[config.mk]
export PLATFORM = sky130hd
export DESIGN_NAME = nlist_intersection_merge
export DESIGN_NICKNAME = d
export VERILOG_FILES = /design/src/rtl/core/nim_pkg.sv /design/src/rtl/core/nlist_intersection_merge.sv
export SDC_FILE = /design/constraint.sdc
export NUM_CORES = 2
export LEC_CHECK = 0
export ABC_AREA = 1
export BUFFER_PORTS_ARGS = -buffer_cell sky130_fd_sc_hd__buf_2
export CORE_ASPECT_RATIO = 1.4
export CORE_MARGIN = 2
export CORE_UTILIZATION = 42
export DETAILED_ROUTE_END_ITERATION = 10
export PLACE_DENSITY = 0.67
export SYNTH_ARGS = -nofsm -noshare
export SYNTH_HDL_FRONTEND = slang
export SYNTH_SLANG_ARGS = --single-unit
[constraint.sdc]
create_clock -name clk -period 3.85 [get_ports clk]
set_input_delay 0.77 -clock clk [delete_from_list [all_inputs] [get_ports clk]]
set_output_delay 0.77 -clock clk [all_outputs]
set_load 0.01 [all_outputs]
[src/rtl/core/nim_pkg.sv]
`timescale 1ns / 1ps

package nim_pkg;

  // Store geometry.
  localparam int MAX_LIST_LEN = 32;
  localparam int IDX_W        = $clog2(MAX_LIST_LEN);
  localparam int LEN_W        = $clog2(MAX_LIST_LEN + 1);

  // Field widths.
  localparam int RANK_W  = 16;
  localparam int NCNT_W  = 24;
  localparam int SUM_W   = 29;

  localparam logic [SUM_W-1:0] SUM_MAX = {SUM_W{1'b1}};

  // Input opcodes.
  localparam logic [1:0] OP_LOAD_A = 2'd0;
  localparam logic [1:0] OP_LOAD_B = 2'd1;
  localparam logic [1:0] OP_RUN    = 2'd2;
  localparam logic [1:0] OP_NOP    = 2'd3;

  // One stored list entry.
  typedef struct packed {
    logic [RANK_W-1:0] pre;
    logic [RANK_W-1:0] post;
    logic [NCNT_W-1:0] cnt;
  } entry_t;

  // Merge sequencer states.
  typedef enum logic [2:0] {
    ST_IDLE,
    ST_FETCH,
    ST_CMP,
    ST_ACC,
    ST_FLUSH,
    ST_SUMM
  } state_t;

  // Saturating add of a node count onto a running sum.
  function automatic logic [SUM_W-1:0] sat_add(input logic [SUM_W-1:0] a,
                                               input logic [NCNT_W-1:0] b);
    logic [SUM_W:0] s;
    s = {1'b0, a} + {{(SUM_W + 1 - NCNT_W){1'b0}}, b};
    return s[SUM_W] ? SUM_MAX : s[SUM_W-1:0];
  endfunction

endpackage

[src/rtl/core/nlist_intersection_merge.sv]
`timescale 1ns / 1ps

// Node-list intersection merge.
// Input channel (in_valid / in_stall) carries one command word: load an entry
// into list A, load an entry into list B, run the merge, or do nothing. Loads
// and no-ops produce no result; in_stall stays low while the block is idle.
// A run walks both lists with two pointers through one shared sequencer. Each
// walk step is a registered store read, then a compare, and a step that credits
// a descendant adds an accumulate step for the shared saturating adder. The
// walk stops once either pointer leaves its list; after the run word is taken
// in_stall stays high until the summary word is emitted, including while the
// block waits on out_stall.
// Result channel (out_valid / out_stall) carries the merged ancestor entries in
// order, then one summary word with total support, the frequent flag and last.
// A single output register holds each word; when the receiver stalls, the walk
// waits at the next word to emit and the held word does not change.
// cfg_we / cfg_wdata write min_support; write it only while the block is idle.
// Synchronous reset clears both list lengths, min_support and the output
// valid; the list stores themselves are not cleared.
module nlist_intersection_merge (
  input  logic                       clk,
  input  logic                       rst_n,
  // Command channel.
  input  logic                       in_valid,
  output logic                       in_stall,
  input  logic [1:0]                 in_op,
  input  logic [nim_pkg::RANK_W-1:0] in_pre_order,
  input  logic [nim_pkg::RANK_W-1:0] in_post_order,
  input  logic [nim_pkg::NCNT_W-1:0] in_node_count,
  // Result channel.
  output logic                       out_valid,
  input  logic                       out_stall,
  output logic [nim_pkg::RANK_W-1:0] out_pre_order,
  output logic [nim_pkg::RANK_W-1:0] out_post_order,
  output logic [nim_pkg::SUM_W-1:0]  out_count,
  output logic                       out_is_summary,
  output logic [nim_pkg::SUM_W-1:0]  out_total_support,
  output logic                       out_frequent,
  output logic                       out_last,
  // Configuration.
  input  logic                       cfg_we,
  input  logic [nim_pkg::SUM_W-1:0]  cfg_wdata
);

  localparam int IDX_W = nim_pkg::IDX_W;
  localparam int LEN_W = nim_pkg::LEN_W;
  localparam logic [LEN_W-1:0] MAX_LEN = LEN_W'(nim_pkg::MAX_LIST_LEN);

  // List stores.
  nim_pkg::entry_t mem_a [nim_pkg::MAX_LIST_LEN];
  nim_pkg::entry_t mem_b [nim_pkg::MAX_LIST_LEN];

  nim_pkg::state_t state_r, state_nxt;
  logic [LEN_W-1:0] len_a_r, len_a_nxt;
  logic [LEN_W-1:0] len_b_r, len_b_nxt;
  logic [LEN_W-1:0] i_r, i_nxt;
  logic [LEN_W-1:0] j_r, j_nxt;
  logic             have_r, have_nxt;
  logic [nim_pkg::RANK_W-1:0] cur_pre_r, cur_pre_nxt;
  logic [nim_pkg::RANK_W-1:0] cur_post_r, cur_post_nxt;
  logic [nim_pkg::SUM_W-1:0]  cur_cnt_r, cur_cnt_nxt;
  logic [nim_pkg::SUM_W-1:0]  total_r, total_nxt;
  logic [nim_pkg::SUM_W-1:0]  min_support_r;
  nim_pkg::entry_t a_rd_r, b_rd_r;

  logic out_valid_r;
  logic [nim_pkg::RANK_W-1:0] out_pre_r, out_post_r;
  logic [nim_pkg::SUM_W-1:0]  out_cnt_r, out_tot_r;
  logic out_summ_r, out_freq_r, out_last_r;

  logic in_acc;
  logic out_free;
  logic emit_entry;
  logic emit_summ;
  logic [nim_pkg::SUM_W-1:0] add_a;
  logic [nim_pkg::SUM_W-1:0] add_sum;
  logic [LEN_W-1:0] i_inc, j_inc;
  logic is_desc, same_cur;

  assign in_stall = (state_r != nim_pkg::ST_IDLE);
  assign in_acc   = in_valid && !in_stall;
  assign out_free = !out_valid_r || !out_stall;

  // Shared saturating adder: running total in the accumulate step, the
  // current merged count in the compare step.
  assign add_a   = (state_r == nim_pkg::ST_ACC) ? total_r : cur_cnt_r;
  assign add_sum = nim_pkg::sat_add(add_a, b_rd_r.cnt);

  assign i_inc    = i_r + LEN_W'(1);
  assign j_inc    = j_r + LEN_W'(1);
  assign is_desc  = (a_rd_r.pre < b_rd_r.pre) && (a_rd_r.post > b_rd_r.post);
  assign same_cur = have_r && (cur_pre_r == a_rd_r.pre) && (cur_post_r == a_rd_r.post);

  // Store writes and registered reads.
  always_ff @(posedge clk) begin
    if (in_acc && (in_op == nim_pkg::OP_LOAD_A) && (len_a_r < MAX_LEN)) begin
      mem_a[len_a_r[IDX_W-1:0]] <= '{pre: in_pre_order, post: in_post_order,
                                     cnt: in_node_count};
    end
    if (in_acc && (in_op == nim_pkg::OP_LOAD_B) && (len_b_r < MAX_LEN)) begin
      mem_b[len_b_r[IDX_W-1:0]] <= '{pre: in_pre_order, post: in_post_order,
                                     cnt: in_node_count};
    end
    a_rd_r <= mem_a[i_r[IDX_W-1:0]];
    b_rd_r <= mem_b[j_r[IDX_W-1:0]];
  end

  // Sequencer state and walk registers.
  always_ff @(posedge clk) begin
    if (!rst_n) begin
      state_r <= nim_pkg::ST_IDLE;
      len_a_r <= '0;
      len_b_r <= '0;
      have_r  <= 1'b0;
    end else begin
      state_r <= state_nxt;
      len_a_r <= len_a_nxt;
      len_b_r <= len_b_nxt;
      have_r  <= have_nxt;
    end
  end

  always_ff @(posedge clk) begin
    i_r        <= i_nxt;
    j_r        <= j_nxt;
    cur_pre_r  <= cur_pre_nxt;
    cur_post_r <= cur_post_nxt;
    cur_cnt_r  <= cur_cnt_nxt;
    total_r    <= total_nxt;
  end

  // Next state and emit requests.
  always_comb begin
    state_nxt    = state_r;
    len_a_nxt    = len_a_r;
    len_b_nxt    = len_b_r;
    i_nxt        = i_r;
    j_nxt        = j_r;
    have_nxt     = have_r;
    cur_pre_nxt  = cur_pre_r;
    cur_post_nxt = cur_post_r;
    cur_cnt_nxt  = cur_cnt_r;
    total_nxt    = total_r;
    emit_entry   = 1'b0;
    emit_summ    = 1'b0;

    unique case (state_r)
      nim_pkg::ST_IDLE: begin
        if (in_acc) begin
          unique case (in_op)
            nim_pkg::OP_LOAD_A: begin
              if (len_a_r < MAX_LEN) len_a_nxt = len_a_r + LEN_W'(1);
            end
            nim_pkg::OP_LOAD_B: begin
              if (len_b_r < MAX_LEN) len_b_nxt = len_b_r + LEN_W'(1);
            end
            nim_pkg::OP_RUN: begin
              i_nxt     = '0;
              j_nxt     = '0;
              have_nxt  = 1'b0;
              total_nxt = '0;
              if ((len_a_r == '0) || (len_b_r == '0)) begin
                state_nxt = nim_pkg::ST_FLUSH;
              end else begin
                state_nxt = nim_pkg::ST_FETCH;
              end
            end
            nim_pkg::OP_NOP: begin
            end
            default: begin
            end
          endcase
        end
      end

      nim_pkg::ST_FETCH: begin
        state_nxt = nim_pkg::ST_CMP;
      end

      nim_pkg::ST_CMP: begin
        priority if (is_desc) begin
          if (same_cur) begin
            cur_cnt_nxt = add_sum;
            state_nxt   = nim_pkg::ST_ACC;
          end else if (!have_r || out_free) begin
            // A new ancestor closes the previous merged entry.
            emit_entry   = have_r;
            have_nxt     = 1'b1;
            cur_pre_nxt  = a_rd_r.pre;
            cur_post_nxt = a_rd_r.post;
            cur_cnt_nxt  = nim_pkg::SUM_W'(b_rd_r.cnt);
            state_nxt    = nim_pkg::ST_ACC;
          end
        end else if (a_rd_r.pre < b_rd_r.pre) begin
          // Not a descendant: move on to the next A entry.
          i_nxt     = i_inc;
          state_nxt = (i_inc == len_a_r) ? nim_pkg::ST_FLUSH : nim_pkg::ST_FETCH;
        end else begin
          j_nxt     = j_inc;
          state_nxt = (j_inc == len_b_r) ? nim_pkg::ST_FLUSH : nim_pkg::ST_FETCH;
        end
      end

      nim_pkg::ST_ACC: begin
        total_nxt = add_sum;
        j_nxt     = j_inc;
        state_nxt = (j_inc == len_b_r) ? nim_pkg::ST_FLUSH : nim_pkg::ST_FETCH;
      end

      nim_pkg::ST_FLUSH: begin
        if (!have_r) begin
          state_nxt = nim_pkg::ST_SUMM;
        end else if (out_free) begin
          emit_entry = 1'b1;
          have_nxt   = 1'b0;
          state_nxt  = nim_pkg::ST_SUMM;
        end
      end

      nim_pkg::ST_SUMM: begin
        if (out_free) begin
          emit_summ = 1'b1;
          len_a_nxt = '0;
          len_b_nxt = '0;
          state_nxt = nim_pkg::ST_IDLE;
        end
      end

      default: begin
        state_nxt = nim_pkg::ST_IDLE;
      end
    endcase
  end

  // Configuration register.
  always_ff @(posedge clk) begin
    if (!rst_n) begin
      min_support_r <= '0;
    end else if (cfg_we) begin
      min_support_r <= cfg_wdata;
    end
  end

  // Output register: loads only when empty or being taken.
  always_ff @(posedge clk) begin
    if (!rst_n) begin
      out_valid_r <= 1'b0;
    end else if (emit_entry || emit_summ) begin
      out_valid_r <= 1'b1;
    end else if (!out_stall) begin
      out_valid_r <= 1'b0;
    end
  end

  always_ff @(posedge clk) begin
    if (emit_entry) begin
      out_pre_r  <= cur_pre_r;
      out_post_r <= cur_post_r;
      out_cnt_r  <= cur_cnt_r;
      out_summ_r <= 1'b0;
      out_tot_r  <= '0;
      out_freq_r <= 1'b0;
      out_last_r <= 1'b0;
    end else if (emit_summ) begin
      out_pre_r  <= '0;
      out_post_r <= '0;
      out_cnt_r  <= '0;
      out_summ_r <= 1'b1;
      out_tot_r  <= total_r;
      out_freq_r <= (total_r >= min_support_r);
      out_last_r <= 1'b1;
    end
  end

  assign out_valid         = out_valid_r;
  assign out_pre_order     = out_pre_r;
  assign out_post_order    = out_post_r;
  assign out_count         = out_cnt_r;
  assign out_is_summary    = out_summ_r;
  assign out_total_support = out_tot_r;
  assign out_frequent      = out_freq_r;
  assign out_last          = out_last_r;

  // Pointers stay inside the loaded lists whenever the walk is in the fetch state.
  a_fetch_in_range: assert property (@(posedge clk) disable iff (!rst_n)
    (state_r == nim_pkg::ST_FETCH) |-> ((i_r < len_a_r) && (j_r < len_b_r)))
    else $error("walk pointer beyond list length");

  // A finished run leaves both lists empty and the block idle.
  a_run_clears: assert property (@(posedge clk) disable iff (!rst_n)
    (state_r == nim_pkg::ST_SUMM && out_free) |=>
      ((len_a_r == '0) && (len_b_r == '0) && (state_r == nim_pkg::ST_IDLE)))
    else $error("run end did not clear lists");

  // A merged entry word never carries summary fields.
  a_entry_clean: assert property (@(posedge clk) disable iff (!rst_n)
    (out_valid_r && !out_summ_r) |-> (!out_last_r && !out_freq_r && (out_tot_r == '0)))
    else $error("entry word carries summary fields");

endmodule
## After elaboration in Yosys (flattened, before gate mapping)

Memory sizes are Yosys's and may differ from the RTL's. A register that Yosys moved wholly into a read port is not among the register bits.
Index checks and enable logic that the tools add are counted.

| word-level totals | value |
|---|---|
| register bits after elaboration | 240 |
| input port bits | 92 |
| bits in writable memories | 3,584 |
| output and inout bits | 95 |
| word-level logic and storage cells | 158 |
| memories | 2 |

| operators by class | value |
|---|---|
| equal/unequal tests | 27 |
| magnitude comparators | 5 |
| add/subtract/negate cells | 5 |
| reduce and logical (&&, ||, !) cells | 37 |
| bitwise operators | 1 |
| mux-type cells | 63 |

Memories:

| name | depth | bits a word | rd ports | clocked after memory_dff | write ports | line | source |
|---|---|---|---|---|---|---|---|
| mem_a | 32 | 56 | 1 | 1 | 1 | nlist_intersection_merge.sv:50 | `nim_pkg::entry_t mem_a [nim_pkg::MAX_LIST_LEN];` |
| mem_b | 32 | 56 | 1 | 1 | 1 | nlist_intersection_merge.sv:51 | `nim_pkg::entry_t mem_b [nim_pkg::MAX_LIST_LEN];` |

Operator list:

| cell | count |
|---|---|
| 29-bit 2-to-1 mux | 8 |
| 6-bit 2-to-1 mux | 13 |
| 29-bit case mux with 2 select lines | 1 |
| 16-bit 2-to-1 mux | 3 |
| 3-bit 2-to-1 mux | 12 |
| 6-bit case mux with 2 select lines | 3 |
| 16-bit == test | 2 |
| 29-bit by 24-bit adder with 30-bit output | 1 |
| 29-bit greater-or-equal comparator | 1 |
| 5-bit AND reduction | 5 |
| 6-bit by 1-bit adder with 6-bit output (second input constant) | 4 |
| 2-bit inequality test (second input constant) | 12 |
| 1-bit 2-to-1 mux | 19 |
| 3-bit case mux with 6 select lines | 1 |
| 6-bit case mux with 3 select lines | 1 |
| 16-bit > comparator | 1 |
| 16-bit < comparator | 1 |
| 6-bit == test | 2 |
| 6-bit zero test | 2 |
| 6-bit < comparator (second input constant) | 2 |
| 2-bit nonzero test | 5 |
| 3-bit nonzero test | 3 |
| 1-bit logical AND | 8 |
| 3-bit by 2-bit == test with 1-bit output (second input constant) | 2 |
| other kinds (17) | 26 |

## Logic depth before layout (Yosys ltp)

| depth | value |
|---|---|
| depth after elaboration | 9 |
| gate-level depth with buffers | 22 |
| depth with buffers taken out | 19 |

## Least setup slack after synthesis

No wires, ideal clock.

| timing path | value |
|---|---|
| path type | input to register |
| start | in in_valid |
| end | mem mem_b[11][0] (netlist name), enable pin |
| cell stages on the path | 6 |
| setup time | 0.470 ns |
| arrival time | 3.674 ns |
| path slack | -0.294 ns |
| cell sequence | nand2_1 -> nor3_1 -> nand2_1 -> inv_1 -> nand2_1 -> nor2_1 |

| between the ends | value |
|---|---|
| word-level cells in the longest chain between the ends | 5 |

Ends and longest elaborated chain:

| item | line | source |
|---|---|---|
| from (decl) | nlist_intersection_merge.sv:24 | `input logic in_valid,` |
| 1-bit logical AND | nlist_intersection_merge.sv:81 | `assign in_acc = in_valid && !in_stall;` |
| 1-bit logical AND (2 in a row) | nlist_intersection_merge.sv:100 | `if (in_acc && (in_op == nim_pkg::OP_LOAD_B) && (len_b_r < MAX_LEN)) begin` |
| 1-bit 2-to-1 mux | nlist_intersection_merge.sv:100 |  |
| 1-bit 2-to-1 mux (implied by the code) | nlist_intersection_merge.sv:101 | `mem_b[len_b_r[IDX_W-1:0]] <= '{pre: in_pre_order, post: in_post_order,` |
| to (decl) | nlist_intersection_merge.sv:51 |  |

Every way passes these cells.

## Final worst setup path

| timing path | value |
|---|---|
| start | reg state_r[2] |
| end | reg cur_cnt_r[28] (netlist name), data pin |

| between the ends | value |
|---|---|
| word-level cells in the longest chain between the ends | 5 |

Ends and longest elaborated chain:

| item | line | source |
|---|---|---|
| from (decl) | nlist_intersection_merge.sv:53 | `nim_pkg::state_t state_r, state_nxt;` |
| from (signal assigned) | nlist_intersection_merge.sv:111 | `state_r <= nim_pkg::ST_IDLE;` |
| from (signal assigned) | nlist_intersection_merge.sv:116 | `state_r <= state_nxt;` |
| 3-bit by 2-bit == test with 1-bit output | nlist_intersection_merge.sv:86 | `assign add_a = (state_r == nim_pkg::ST_ACC) ? total_r : cur_cnt_r;` |
| 29-bit 2-to-1 mux | nlist_intersection_merge.sv:86 |  |
| 29-bit by 24-bit adder with 30-bit output | nim_pkg.sv:44 | `s = {1'b0, a} + {{(SUM_W + 1 - NCNT_W){1'b0}}, b};` |
| 29-bit 2-to-1 mux | nim_pkg.sv:45 | `return s[SUM_W] ? SUM_MAX : s[SUM_W-1:0];` |
| 29-bit 2-to-1 mux | nlist_intersection_merge.sv:182 | `if (same_cur) begin` |
| to (signal assigned) | nlist_intersection_merge.sv:128 | `cur_cnt_r <= cur_cnt_nxt;` |
| to (decl) | nlist_intersection_merge.sv:61 | `logic [nim_pkg::SUM_W-1:0] cur_cnt_r, cur_cnt_nxt;` |

Every way passes these cells.
A chain may end at the register's enable or synchronous reset.

==> qor.txt <==
Fin nets -> 9890
Vias per inst -> 5.90
Total CTS buffers -> 302
DR WL/cell -> 26.2 um
Vias in the first global route -> 79900
Commonest non-fill, non-tap cell in the layout -> edfxtp_1
Sequential share of power -> 50.3%
F_max -> 279 MHz
Final Routed Wirelength -> 364000 um
# DRC -> 0
FF-to-FF Start -> state_r[2]
Max Clock Skew -> 0.0347 ns
Syn Std Cell Area -> 124000 um^2
FF+latch count, synth -> 3144
Rel. slew slack -> 11.5%
Total grt overflow -> 0
Crit path max fanout -> 41
Internal power -> 57.2 mW
Mux cell area share after synthesis -> 1.77%
Design area -> 142000 um^2
Synth Instances -> 9501
Drt pass-1 iters -> 9
Critical path data arrival time -> 4.18 ns
Initial detailed-routing violation count -> 10100
Antenna violations before repair -> 52
Clock Path Buffers -> 4
Row cnt -> 236
Postcts setup bufs -> 0
Core area -> 295000 um^2
Leading area contributor after synthesis -> edfxtp_1
Power share of the clock group -> 38.5%
Routed vias -> 81900
Post-DP HPWL -> 212000 um
Die height -> 648 um
Register Area -> 92800 um^2
Post_cts resized -> 0
Starting Density -> 42.2%
Worst hold path type -> in2reg
CTS Root Cell -> clkbuf_16
Routability cong. -> 0.901
R2R Setup Slk -> 0.26 ns
Comb power frac -> 11.1%
Final WS setup -> 0.260 ns
Critical Path RT -> 4.44 ns
Commonest non-fill, non-tap cells in the layout -> 2979 x edfxtp_1, 1591 x nor2_1, 1472 x o21ai_0
Non-filler cells, final -> 13900
Status -> finished, final reports clean
Sw frac -> 24.9%
Leakage dissipation -> 47.0 nW
First-pass GRT wire length -> 527000 um
Setup TNS -> 0 ns
CTS clk-pin slew, worst paths -> 0.07 ns
Setup CP Type -> reg2reg
Synth Area in Adders -> 0.961%
Final setup vio count -> 0
Synth top area cells -> edfxtp_1 72%, o21ai_0 5.9%, nor2_1 5.0%, o22ai_1 3.5%, dfxtp_1 2.7%
# port buffers -> 186
Switching power -> 19.0 mW
Register area share after synthesis -> 74.5%
Number of nets with antenna violations after routing -> 0
Slew @ Worst Pin -> 1.33 ns
Crit path launch -> state_r[2]
Later-pin clock latency in the skew report -> 0.88 ns
Post-placement setup slack -> 0.226 ns
Placed Cells -> 13300
Placed Area -> 132000 um^2
Fraction of layout cells with a size suffix above 1 -> 10.6%
Setup crit start kind -> flop
RSZ-0062 raised after global routing -> false
Multi-input logic area -> 28700 um^2
Fill count -> 24900
Max_cap viols -> 0
Final Slew Violations -> 0
Number of primary I/O pins -> 187
Critical Path End -> cur_cnt_r[28]
Hold Vio Cnt, Final -> 0
H-tree Lvls -> 5
Register-to-Register Path Depth -> 15
Largest family of logic cells by synthesized area -> compound AO/OA/AOI/OAI gates
Post-route minimum period -> 3.59 ns
Final worst-path cycle share -> 93.3%
CTS tree -> done
Final core utilization -> 48.1%
Synthesized Nets -> 9688
Largest net degree at the start of global routing -> 147
Chip Width -> 464 um
Unique masters post-synth -> 51
Area growth from synthesis to final layout -> 14.0%
Type of element capturing the critical path -> flop
Synth top area share -> 71.9%
Syn_area_per_cell -> 13.1 um^2
GRT Total Usage -> 23.4%
Simple-gate share of the synthesized area -> 7.67%
Peak VDD IR -> 0.368 mV
Synth warn -> 0
Hold Buf Count CTS -> 0
Compound-gate portion of the synthesized area -> 12.0%
Reg-to-Reg End -> cur_cnt_r[28]
DIE AREA -> 301000 um^2
XOR/XNOR Fraction of Synth Area -> 0.260%
Pwr per Cell Area -> 537 nW/um^2
CTS sink cnt -> 3144
==> Yosys cell counts (all sizes together) <==
cell type,instances
edfxtp,2979
nor2,1660
o21ai,1494
o22ai,695
nand2,638
clkbuf,471
a21oi,281
inv,267
mux2i,220
dfxtp,165
buf,145
o221ai,111
ha,94
nand3,77
o31ai,69
nand4,33
xnor2,23
nor3,17
xor2,14
nand3b,6
nor4,6
o21a,5
or2,5
a211oi,4
o21bai,4
clkinv,3
o32ai,3
a21boi,2
a21o,2
a32o,2
and2,2
a31oi,1
and3b,1
fa,1
o211ai,1
==> critical path, stage by stage (launching register included) <==
cell and delay (ns):
dfxtp_1 0.57, nor2_8 0.08, nand2_4 0.10, inv_2 0.07, buf_12 0.17, o21ai_0 0.19
ha_1 0.31, a21oi_1 0.29, a21boi_0 0.41, o21ai_0 0.19, nand2_1 0.15, nand3_4 0.16
inv_6 0.27, nand2_1 0.08, nor2_1 0.17, nor2_1 0.07
==> worst min-delay path by stage <==
stage / startpoint / to / slack (ns) / depth (start not counted)
2_1_floorplan: a_rd_r[40] / cur_pre_r[0] / 0.43 / 0
3_3_place_gp: min_support_r[25] / min_support_r[25] / 0.45 / 2
3_5_place_dp: min_support_r[27] / min_support_r[27] / 0.46 / 2
4_1_cts: cfg_wdata[0] / min_support_r[0] / 0.09 / 3
5_1_grt: cfg_wdata[0] / min_support_r[0] / 0.13 / 3
6_report: cfg_wdata[0] / min_support_r[0] / 0.14 / 3
==> power by group through the flow <==
stage	combinational [mW]	sequential, mW	clock (mW)
after floorplan	4.88	38.9	0
after global placement	8.22	39.1	0
after detailed placement	8.36	39.1	0
after CTS	8.41	38.4	29.7
after global routing	9.18	38.4	30.9
final	8.48	38.4	29.4
==> registers in the layout (all words and copies together) (netlist names) <==
| register | flops |
|---|---|
| out_total_support | 29 |
| have_r | 1 |
| out_post_order | 16 |
| cur_cnt_r | 29 |
| mem_a | 1024 |
| mem_b | 1792 |
| len_b_r | 6 |
| state_r | 3 |
| out_valid | 1 |
| cur_post_r | 16 |
| out_pre_order | 16 |
| total_r | 29 |
| b_rd_r | 56 |
| j_r | 6 |
| i_r | 6 |
| cur_pre_r | 16 |
| min_support_r | 29 |
| out_frequent | 1 |
| out_last | 1 |
| a_rd_r | 32 |
| len_a_r | 6 |
| out_count | 29 |
==> logic make-up (layout without fill, tap and decap cells) <==
family,Yosys count,after routing
fa+ha+maj,95,95
compound gates,2674,2674
mux,220,220
flops,3144,3144
simple gates,2445,2445
other cells,0,24
xor+xnor,37,37
buf+inv,886,1324
==> through the flow <==
stage	hold WS (ns)	power [mW]
finish	0.144	76.3
global route	0.133	78.5
CTS	0.0933	76.5
detailed placement	0.459	47.5
global placement	0.450	47.3
floorplan	0.430	43.8
==> final cells by class <==
cell class / instances / share of cell area, %
diodes: 24 / 0.0423
repair buffers: 514 / 3.35
multi-input cells: 5471 / 20.2
clock buffers: 381 / 5.75
inverters: 270 / 0.746
well taps: 3927 / 3.46
flip-flops and latches: 3144 / 65.4
clock inverters: 159 / 1.06
==> routing by layer <==
metal	up-vias	track usage (%)	wire length (um)
li1	35700	-	-
met2	4231	40.1	181000
met4	14	11.0	17300
met3	871	3.90	30600
met5	-	0	97
met1	41200	28.8	135000
(Power assumes the default switching activity.)
